**src/rtl/core/mi3_pkg.sv**
```systemverilog
package mi3_pkg;

    typedef struct packed {
        logic signed [31:0] a_00;
        logic signed [31:0] a_01;
        logic signed [31:0] a_02;
        logic signed [31:0] a_10;
        logic signed [31:0] a_11;
        logic signed [31:0] a_12;
        logic signed [31:0] a_20;
        logic signed [31:0] a_21;
        logic signed [31:0] a_22;
    } mi3_in_t;

    typedef struct packed {
        logic signed [31:0] inv_00;
        logic signed [31:0] inv_01;
        logic signed [31:0] inv_02;
        logic signed [31:0] inv_10;
        logic signed [31:0] inv_11;
        logic signed [31:0] inv_12;
        logic signed [31:0] inv_20;
        logic signed [31:0] inv_21;
        logic signed [31:0] inv_22;
        logic               invertible;
        logic               saturated;
    } mi3_out_t;

    localparam int unsigned CofW = 65;   // signed cofactor width
    localparam int unsigned DetW = 97;   // signed determinant width
    localparam int unsigned MagW = 96;   // determinant magnitude width
    localparam int unsigned NumW = 128;  // shifted numerator width

    // work passed from the front part to the back part through the queue
    typedef struct packed {
        logic [8:0][CofW-1:0] adj;
        logic [MagW-1:0]      dmag;
        logic                 dneg;
        logic                 nonzero;
    } mi3_job_t;

endpackage

```
**src/rtl/core/mi3_queue.sv**
```systemverilog
module mi3_queue (
    input  logic              clk,
    input  logic              rst_n,
    input  logic              wr_valid,
    output logic              wr_stall,
    input  mi3_pkg::mi3_job_t wr_data,
    output logic              rd_valid,
    input  logic              rd_stall,
    output mi3_pkg::mi3_job_t rd_data
);
    import mi3_pkg::*;

    // two-entry queue
    mi3_job_t mem_reg [2];
    logic       wp_reg, rp_reg;
    logic [1:0] cnt_reg;
    logic       wr_en, rd_en;

    assign wr_stall = (cnt_reg == 2'd2);
    assign rd_valid = (cnt_reg != 2'd0);
    assign rd_data  = mem_reg[rp_reg];
    assign wr_en    = wr_valid && !wr_stall;
    assign rd_en    = rd_valid && !rd_stall;

    always_ff @(posedge clk or negedge rst_n)
    begin
        if (!rst_n)
        begin
            wp_reg  <= 1'b0;
            rp_reg  <= 1'b0;
            cnt_reg <= '0;
        end
        else
        begin
            if (wr_en) wp_reg <= ~wp_reg;
            if (rd_en) rp_reg <= ~rp_reg;
            cnt_reg <= cnt_reg + {1'b0, wr_en} - {1'b0, rd_en};
        end
    end

    always_ff @(posedge clk)
    begin
        if (wr_en)
            mem_reg[wp_reg] <= wr_data;
    end
endmodule

```
**config.mk**
```make
export PLATFORM = sky130hd
export DESIGN_NAME = mi3_queue
export DESIGN_NICKNAME = d
export VERILOG_FILES = /design/src/rtl/core/mi3_pkg.sv /design/src/rtl/core/mi3_queue.sv
export SDC_FILE = /design/constraint.sdc
export NUM_CORES = 1
export LEC_CHECK = 0
export BUFFER_PORTS_ARGS = -buffer_cell sky130_fd_sc_hd__buf_2
export CORE_AREA = 2 2 527 529
export DETAILED_ROUTE_END_ITERATION = 10
export DIE_AREA = 0 0 529 531
export GPL_TIMING_DRIVEN = 0
export PLACE_DENSITY = 0.45
export SKIP_LAST_GASP = 1
export SLEW_MARGIN = 15
export SYNTH_ARGS = -nofsm -noshare
export SYNTH_HDL_FRONTEND = slang
export SYNTH_SLANG_ARGS = --single-unit
export TNS_END_PERCENT = 1
```
**constraint.sdc**
```tcl
create_clock -name clk -period 52.7 [get_ports clk]
set_input_delay 10.54 -clock clk [delete_from_list [all_inputs] [get_ports clk]]
set_output_delay 10.54 -clock clk [all_outputs]
set_load 0.01 [all_outputs]
```
==> out/metrics.yaml <==
core_area_sq_um: 275000
slew_viol_final: 0
status: "complete, no violations"
dr.pass1.iters: 5
yosysMostFrequentCell: "edfxtp_1"
layout.nets: 4420
synth_xor_area_share_pct: 0.0703
cts_tree: "built"
synthToLayoutAreaGrowth_pct: 35.4
synth-seq-cells: 1370
cap_violations: 0
synthSimpleGateAreaFrac_pct: 0.0653
cts_resized: 0
fin_crit_sh_pct: 25.3
grt_max_degree: 51
drt-initial-drc-count: 1611
worstSetupStartpointType: "flop"
critPathCaptureType: "primary output"
cts_buffers: 166
die_w_um: 529
startpoint: "rp_reg"
dieHeight_um: 531
drt_wl_total_mm: 194
muxShareOfSynthArea_pct: 15.4
hold_viol: 0
period_minus_slack_ns: 13.33
viasPerCell: 3.66
dpl.cell_count: 7170
synth_top_area_cell: "edfxtp_1"
grt_setup_unrepaired: "false"
grt_pass1_wl_mm: 250
postSynthCellCount: 2143
grt_pass1_vias: 28300
row_count: 193
path_clk_slew_ns: 0.06
root_buffer: "clkbuf_16"
criticalPathCategory: "flop to primary output"
peakVddDrop_v: 0.0000366
critPathArrivalTime_ns: 2.79
max-clock-path-buffers: 4
relSlewSlack_pct: 62.1
synth-seq-area-share_pct: 82.5
max_freq_ghz: 0.0750
io_buffers: 1371
p_leak_nw: 24.3
post_drt_wl_per_cell_um: 25.8
dieArea_sq_um: 281000
synth_compound_area_share_pct: 0
setup_viol: 0
seqCellArea_sq_um: 41100
worstReg2RegStart: "cnt_reg[1]"
gr-usage-all-layers_pct: 13.1
skew_ns: 0.0390
largest_reg_flops: 1366
multi_input_area_sq_um: 7800
holdPathStages: 1
power_mw: 3.94
synthesis.nets: 2832
start_util_pct: 18.1
avgSynthCellArea_sq_um: 23.3
synth-adder-area-share_pct: 0.0502
grt_overflow: 0
p_per_area_nw_per_um2: 58.4
synthTopCellsByArea: "edfxtp_1 (82%), mux2_2 (15%), buf_6 (0.99%)"
via_count: 27400
ys_warn_count: 0
hold_class: "flop to flop"
antenna_found_initial: 158
fin_cells: 7499
dpl.hpwl_mm: 156
async_reset_ff_share_pct: 0.292
ioPinCount: 1372
synth_top_family_by_area: "multiplexers"
cts_setup_buffers: 0
critPathMaxFanout: 10
cts_max_level: 4
synth_edf_count: 1366
routabilityCongestion: 0.810
ys.flop_type: "edfxtp_1"
rr_worst_depth: 11
ant_nets: 0
clock_latency_ns: 0.81
nFillCells: 28500
cp.required_ns: 42.16
tightest_slew_ns: 0.568
clock-sinks: 1370
min-delay-start: "cnt_reg[0]"
postCtsHoldBufs: 0
synth.distinct_cells: 16
drc_errors: 0
yosys-top-cells-count: "edfxtp_1 (1366), mux2_2 (683), buf_6 (44)"
yosys.area.top_type_share_pct: 82.3
netlist_area_sq_um: 49800
drive_gt1_share_pct: 62.3
per-layer routing:
layer  GRT usage, %  vias to the layer above  part of all wire [%]  wire [um]
met5              0                        -                  0.34        661
met1           13.8                    13700                    36      68800
met2           22.5                     1343                    48      93800
met3           7.21                      444                    13      25100
met4           2.98                       96                   2.7       5170
li1               -                    11900                     -          -
through the flow:
step / TNS, ns / cell area [sq um] / util (%) / setup slack, ns / hold WS (ns)
2_1_floorplan: 0 / 49800 / - / 12.08 / 0.461
3_5_place_dp: 0 / 62400 / 22.7 / 39.38 / 0.520
6_report: 0 / 67500 / 24.5 / 39.37 / 0.531
5_1_grt: 0 / 67400 / 24.5 / 39.21 / 0.560
4_1_cts: 0 / 67400 / 24.5 / 39.10 / 0.533
3_3_place_gp: -6293.46 / 61200 / 22.2 / -9.51 / 0.477
power by group:
group	total (mW)	internal (mW)	leakage [nW]	switching (mW)
Combinational	1.34	0.537	9.11	0.806
Sequential	1.53	1.48	12.7	0.0427
Clock	1.07	0.609	2.42	0.461
layout by cell type (no fill, tap or decap), drive strengths merged:
| cell | synthesis | routed |
|---|---|---|
| clkbuf | 30 | 246 |
| xor2 | 1 | 1 |
| nand2b | 1 | 1 |
| xnor2 | 3 | 3 |
| clkinv | 0 | 53 |
| nor2 | 1 | 1 |
| diode | 0 | 44 |
| mux2 | 683 | 683 |
| nor2b | 1 | 1 |
| and3 | 1 | 1 |
| dfrtp | 4 | 4 |
| or2 | 1 | 1 |
| ha | 2 | 2 |
| bufinv | 0 | 4 |
| inv | 2 | 9 |
| buf | 46 | 1466 |
| edfxtp | 1366 | 1366 |
| nand2 | 1 | 1 |
| clkinvlp | 0 | 5 |
final cells by class:
class,instances,share of cell area [%]
tap,3607,6.69
clock buffer,216,6.50
antenna,44,0.163
inverter,2,0.0111
multi-input combinational,695,11.6
buffer,76,1.36
clock inverter,69,0.938
timing repair buffer,1420,11.9
sequential,1370,60.9
final timing paths:
kind                                        end  slack, ns
worst max-delay path               rd_data[325]      39.37
worst min-delay path                 cnt_reg[0]       0.53
worst max register to register  mem_reg[0][440]      49.53
worst min register to register       cnt_reg[0]       0.53
max in group asynchronous            cnt_reg[1]      43.05
min in group asynchronous            cnt_reg[0]       9.53
kinds of logic (layout without fill, tap and decap cells):
group / count (synthesis) / after routing
other: 0 / 44
and+or+nand+nor: 6 / 6
xor gates and xnor gates: 4 / 4
muxes: 683 / 683
adders and majority gates: 2 / 2
buffers and inverters: 78 / 1783
DFF: 1370 / 1370
critical path, stage by stage, from the launching register on:
cell	delay, ns
dfrtp_1	0.34
buf_6	0.30
buf_6	0.36
clkbuf_8	0.29
mux2_2	0.44
buf_2	0.17
(Power assumes the default switching activity.)
