<file path="config.mk">
export PLATFORM = sky130hd
export DESIGN_NAME = mi3_back
export DESIGN_NICKNAME = d
export VERILOG_FILES = /design/src/rtl/core/mi3_pkg.sv /design/src/rtl/core/mi3_back.sv
export SDC_FILE = /design/constraint.sdc
export NUM_CORES = 2
export LEC_CHECK = 0
export ABC_AREA = 1
export BUFFER_PORTS_ARGS = -buffer_cell sky130_fd_sc_hd__buf_2
export CORE_MARGIN = 3
export CORE_UTILIZATION = 34
export DETAILED_ROUTE_END_ITERATION = 8
export PLACE_DENSITY = 0.56
export SLEW_MARGIN = 20
export SYNTH_ARGS = -nofsm -noshare
export SYNTH_HDL_FRONTEND = slang
export SYNTH_SLANG_ARGS = --single-unit
</file>
<file path="constraint.sdc">
create_clock -name clk -period 27.1 [get_ports clk]
set_clock_uncertainty 0.05 [all_clocks]
set_input_delay 2.71 -clock clk [delete_from_list [all_inputs] [get_ports clk]]
set_output_delay 2.71 -clock clk [all_outputs]
set_load 0.01 [all_outputs]
</file>
<file path="src/rtl/core/mi3_pkg.sv">
package mi3_pkg;

    typedef struct packed {
        logic signed [31:0] a_00;
        logic signed [31:0] a_01;
        logic signed [31:0] a_02;
        logic signed [31:0] a_10;
        logic signed [31:0] a_11;
        logic signed [31:0] a_12;
        logic signed [31:0] a_20;
        logic signed [31:0] a_21;
        logic signed [31:0] a_22;
    } mi3_in_t;

    typedef struct packed {
        logic signed [31:0] inv_00;
        logic signed [31:0] inv_01;
        logic signed [31:0] inv_02;
        logic signed [31:0] inv_10;
        logic signed [31:0] inv_11;
        logic signed [31:0] inv_12;
        logic signed [31:0] inv_20;
        logic signed [31:0] inv_21;
        logic signed [31:0] inv_22;
        logic               invertible;
        logic               saturated;
    } mi3_out_t;

    localparam int unsigned CofW = 65;   // signed cofactor width
    localparam int unsigned DetW = 97;   // signed determinant width
    localparam int unsigned MagW = 96;   // determinant magnitude width
    localparam int unsigned NumW = 128;  // shifted numerator width

    // work passed from the front part to the back part through the queue
    typedef struct packed {
        logic [8:0][CofW-1:0] adj;
        logic [MagW-1:0]      dmag;
        logic                 dneg;
        logic                 nonzero;
    } mi3_job_t;

endpackage

</file>
<file path="src/rtl/core/mi3_back.sv">
module mi3_back #(
    parameter int unsigned FRAC_BITS = 16
) (
    input  logic              clk,
    input  logic              rst_n,
    input  logic              job_valid,
    output logic              job_stall,
    input  mi3_pkg::mi3_job_t job_data,
    output logic              out_valid,
    input  logic              out_stall,
    output mi3_pkg::mi3_out_t out_data
);
    import mi3_pkg::*;

    // one restoring divider, 4 quotient bits per cycle, shared by all nine cofactors
    typedef enum logic [2:0] {
        B_IDLE = 3'b001,
        B_DIV  = 3'b010,
        B_OUT  = 3'b100
    } bstate_t;

    localparam int unsigned Steps = 4;

    bstate_t state_reg, state_next;
    mi3_job_t job_reg;
    logic [3:0] eidx_reg;
    logic [5:0] cyc_reg;
    logic [NumW-1:0] num_reg;
    logic [MagW:0]   rem_reg;
    logic [NumW-1:0] q_reg;
    logic [8:0][31:0] res_reg;
    logic sat_reg;

    logic [CofW-1:0] cof;
    logic [MagW:0]   r [Steps+1];
    logic [NumW-1:0] qv [Steps+1];
    logic [NumW-1:0] nv [Steps+1];
    logic [MagW+1:0] t;
    logic neg, ovf;
    logic [31:0] val;

    assign cof  = job_reg.adj[eidx_reg];

    always_comb
    begin
        r[0] = rem_reg; qv[0] = q_reg; nv[0] = num_reg;
        for (int i = 0; i < Steps; i++)
        begin
            t = {r[i], nv[i][NumW-1]};
            nv[i+1] = nv[i] << 1;
            if (t >= {1'b0, job_reg.dmag, 1'b0} >> 1)
            begin
                r[i+1]  = (MagW+1)'(t - {2'b0, job_reg.dmag});
                qv[i+1] = {qv[i][NumW-2:0], 1'b1};
            end
            else
            begin
                r[i+1]  = (MagW+1)'(t);
                qv[i+1] = {qv[i][NumW-2:0], 1'b0};
            end
        end
        neg = cof[CofW-1] ^ job_reg.dneg;
        if (neg)
        begin
            ovf = (qv[Steps][NumW-1:32] != '0) || (qv[Steps][31:0] > 32'h8000_0000);
            val = ovf ? 32'h8000_0000 : 32'(-qv[Steps][31:0]);
        end
        else
        begin
            ovf = (qv[Steps][NumW-1:32] != '0) || qv[Steps][31];
            val = ovf ? 32'h7FFF_FFFF : qv[Steps][31:0];
        end
    end

    always_comb
    begin
        state_next = state_reg;
        case (state_reg)
            B_IDLE:
                if (job_valid)
                    state_next = B_DIV;
            B_DIV:
                if (!job_reg.nonzero || (eidx_reg == 4'd8 && cyc_reg == 6'd31))
                    state_next = B_OUT;
            B_OUT:
                if (!out_stall)
                    state_next = job_valid ? B_DIV : B_IDLE;
            default: state_next = B_IDLE;
        endcase
    end

    logic take;
    assign take      = job_valid && (state_reg == B_IDLE || (state_reg == B_OUT && !out_stall));
    assign job_stall = !take;
    assign out_valid = (state_reg == B_OUT);
    assign out_data.inv_00 = res_reg[0];
    assign out_data.inv_01 = res_reg[1];
    assign out_data.inv_02 = res_reg[2];
    assign out_data.inv_10 = res_reg[3];
    assign out_data.inv_11 = res_reg[4];
    assign out_data.inv_12 = res_reg[5];
    assign out_data.inv_20 = res_reg[6];
    assign out_data.inv_21 = res_reg[7];
    assign out_data.inv_22 = res_reg[8];
    assign out_data.invertible = job_reg.nonzero;
    assign out_data.saturated  = sat_reg;

    always_ff @(posedge clk or negedge rst_n)
    begin
        if (!rst_n)
            state_reg <= B_IDLE;
        else
            state_reg <= state_next;
    end

    always_ff @(posedge clk)
    begin
        if (take)
        begin
            job_reg  <= job_data;
            eidx_reg <= '0;
            cyc_reg  <= '0;
            rem_reg  <= '0;
            q_reg    <= '0;
            num_reg  <= NumW'(job_data.adj[0][CofW-1] ? 64'(-job_data.adj[0])
                                                      : 64'(job_data.adj[0]))
                        << (2 * FRAC_BITS);
            res_reg  <= '0;
            sat_reg  <= 1'b0;
        end
        else if (state_reg == B_DIV && job_reg.nonzero)
        begin
            if (cyc_reg == 6'd31)
            begin
                res_reg[eidx_reg] <= val;
                sat_reg  <= sat_reg | ovf;
                eidx_reg <= eidx_reg + 4'd1;
                cyc_reg  <= '0;
                rem_reg  <= '0;
                q_reg    <= '0;
                if (eidx_reg != 4'd8)
                begin
                    num_reg <= NumW'(job_reg.adj[eidx_reg+4'd1][CofW-1]
                               ? 64'(-job_reg.adj[eidx_reg+4'd1])
                               : 64'(job_reg.adj[eidx_reg+4'd1])) << (2 * FRAC_BITS);
                end
            end
            else
            begin
                cyc_reg <= cyc_reg + 6'd1;
                rem_reg <= r[Steps];
                q_reg   <= qv[Steps];
                num_reg <= nv[Steps];
            end
        end
    end
endmodule

</file>
==> impl_results.md <==
* Run status: finished, violations left
* Failing checks: design-rule violations
* Multiplexer share of the synthesized area at less than 1%
* Post-synthesis adder-cell area fraction at 5.81%
* IO Count at 979
* Register bit count reported by yosys at between 1000 and 1500
* Largest net degree at the start of global routing at roughly 200
* Bufs on Longest Clock Path at 3
* Drt first pass iters at 8
* Htree depth at 4
* Detailed-route DRC error count at 3
* Resized Gates After CTS at 0
* YS warnings at 0
* Worst r2r dst: out_data[197]$_SDFFE_PP0P_
* Post-synthesis sequential area ratio at 39.5%
* Top cells by area, synth: edfxtp_1 27%, dfxtp_1 12%, nand2_1 10%
* Top post-synthesis cells by count: 2295 x nand2_1, 1631 x inv_1, 1332 x nor2_1, 1106 x o21ai_0, 922 x a21oi_1
* Post-CTS setup buffers at 0
* Overall routing resource usage at 29.6%
* Grt total ovfl at 0
* CP arrival at 18720 ps
* # placed instances at 15600
* Final nets at ~13000
* Post-Syn Nets at 12700
* CP max stage cell: nor3_1
* Fin. Hold Viols at 0
* Hold Path Depth at 2
* Leading area contributor after synthesis: edfxtp_1
* # hold bufs at CTS at 0
* Simple-Gate Fraction of Synth Area at between 20% and 30%
* Vias per cell at 5.40
* Max Clk Rate at 55.4 MHz
* Crit. Startpoint: job_reg[16]$_DFFE_PP_
* Max reg flops at 682
* Initial Util at 34.3%
* Area of the core at 250000 µm²
* Max Cap Viol at 0
* Routed Wire Length at approximately 400000 µm
* Wire length per cell at 25.2 µm
* Layout Cells excl Fill at 15900
* Main synth FF type: edfxtp_1
* I/O Buffers at between 900 and 1000
* Worst rel slew slack at between 10% and 20%
* Critical Path Start Type: flop
* DIE WIDTH at 509 µm
* Mapped Area at 85900 µm²
* Die area at roughly 260000 µm²
* Row cnt at 183
* Post-DP HPWL at about 320000 µm
* Syn Area/Cell at 7.41 µm²
* RSZ-0062 raised after global routing: false
* Synth cell types at 78
* Crit-path most repeated cell: nand2_1
* Clock transition at path regs at 60 ps
* Final min period at 18050 ps
* Die height at 509 µm
* Crit Path Category: flop to flop
* Count leader, synth: nand2_1
* Skew-Pair Late Insertion Delay at 860 ps
* Slowest cell delay on critical path at 920 ps
* Vias at between 80000 and 90000
* Cells after synthesis at 11600
* Synth Area in Compound Gates at 20.8%
* Clock Root Buffer: clkbuf_16
* Slew @ Worst Pin at roughly 1300 ps
* Async set-reset flop share out of synthesis at 0.230%
* P&R area growth vs syn at 16.3%
* Top fanout value on the critical path at 75
* First-pass GRT wire length at about 560000 µm
* Layout cell share with drive strength beyond 1 at 11.9%
* Hold path endpoint: q_reg[61]$_SDFFE_PP0P_
* Worst R2R Start: job_reg[16]$_DFFE_PP_
* Antenna violations before repair at 87
* CTS Buf Count at between 150 and 200
* Critical path capture point type: flop
* Hold WC Path Type: flop to flop
* WP data required at 27780 ps
* Antenna-violating nets left at 0
* DRT iter0 DRCs at 9011
* Worst r2r path cells at 76
* Final Cycle Share at about 67%
* Post-synth EDFFs at 779
* CTS Sinks at 1302
* Setup_tns at 0 ps
* Yosys top cell area share at 27.2%
* XOR/XNOR Fraction of Synth Area at 3.97%
* Final Max Tran Viols at 0
* Largest family of logic cells by synthesized area: compound AO/OA/AOI/OAI gates
* Routability cong. at 1.03
* Register-to-register setup slack at slightly above 9000 ps
* Hold Startpoint: q_reg[57]$_SDFFE_PP0P_
* Vias in the first global route at 81000
* CTS tree: built
* Final setup violation count at 0
layout by cell type (no fill, tap or decap), types with 194 or more instances in the layout:
master    synthesis  layout
buf_2            56     978
o21bai_1        213     213
dfxtp_1         520     519
ha_1            392     391
xor2_1          196     194
edfxtp_1        779     779
a21oi_1         922     922
nand3_1         337     337
o21ai_0        1106    1105
nor2_1         1332    1325
nand2_1        2295    2294
inv_1          1631    1628
layout make-up:
type,count,area [µm²]
fill,26400,150000
multi-input combinational,8209,44200
sequential,1302,33900
inverter,1661,6250
timing repair buffer,1063,5650
clock buffer,202,4320
tap,3330,4170
clock inverter,89,1250
antenna,49,123
kinds of logic (layout without fill, tap and decap cells):
family | after synthesis | in the layout
AND/OR/NAND/NOR | 4341 | 4341
AO/OA/AOI/OAI | 3083 | 3083
buffers and inverters | 2076 | 3015
flip-flops | 1302 | 1302
adder cells (fa/ha/maj) | 396 | 396
XOR/XNOR | 388 | 388
multiplexers | 1 | 1
other | 0 | 49
how the worst max path moves through the flow:
stage	to	depth (start not counted)
2_1_floorplan	job_reg[100]$_DFFE_PP_	6
3_3_place_gp	out_data[37]$_SDFFE_PP0P_	76
3_5_place_dp	out_data[133]$_SDFFE_PP0P_	76
4_1_cts	out_data[197]$_SDFFE_PP0P_	76
5_1_grt	out_data[133]$_SDFFE_PP0P_	76
6_report	out_data[197]$_SDFFE_PP0P_	76
stage by stage:
stage / cell area, µm² / setup slack (ps) / util, % / hold slack (ps)
floorplan: 85900 / 3790 / - / 380
global placement: 94200 / 9620 / 37.7 / 392
detailed placement: 94200 / 9630 / 37.7 / 410
CTS: 99700 / 9640 / 39.9 / 385
global route: 99800 / 8410 / 39.9 / 414
finish: 99900 / 9050 / 39.9 / 384
worst max-delay path, delay by kind of cell, from the launching register on:
kind,cells,cell delay (ps)
buffers and inverters,13,3020
adder cells (fa/ha/maj),5,1840
AO/OA/AOI/OAI,18,4600
XOR/XNOR,1,300
AND/OR/NAND/NOR,39,7520
flip-flops,1,380
per-layer routing:
metal / vias to the layer above / track usage [%] / part of all wire [%]
li1: 40500 / - / -
met1: 40900 / 39.3 / 42
met2: 3685 / 46.6 / 45
met3: 713 / 4.97 / 7.7
met4: 24 / 14.6 / 5.4
met5: - / 0 / 0.044
Power is not shown: default switching activity piles up to over one toggle a cycle in this logic, so the estimate is an artifact.
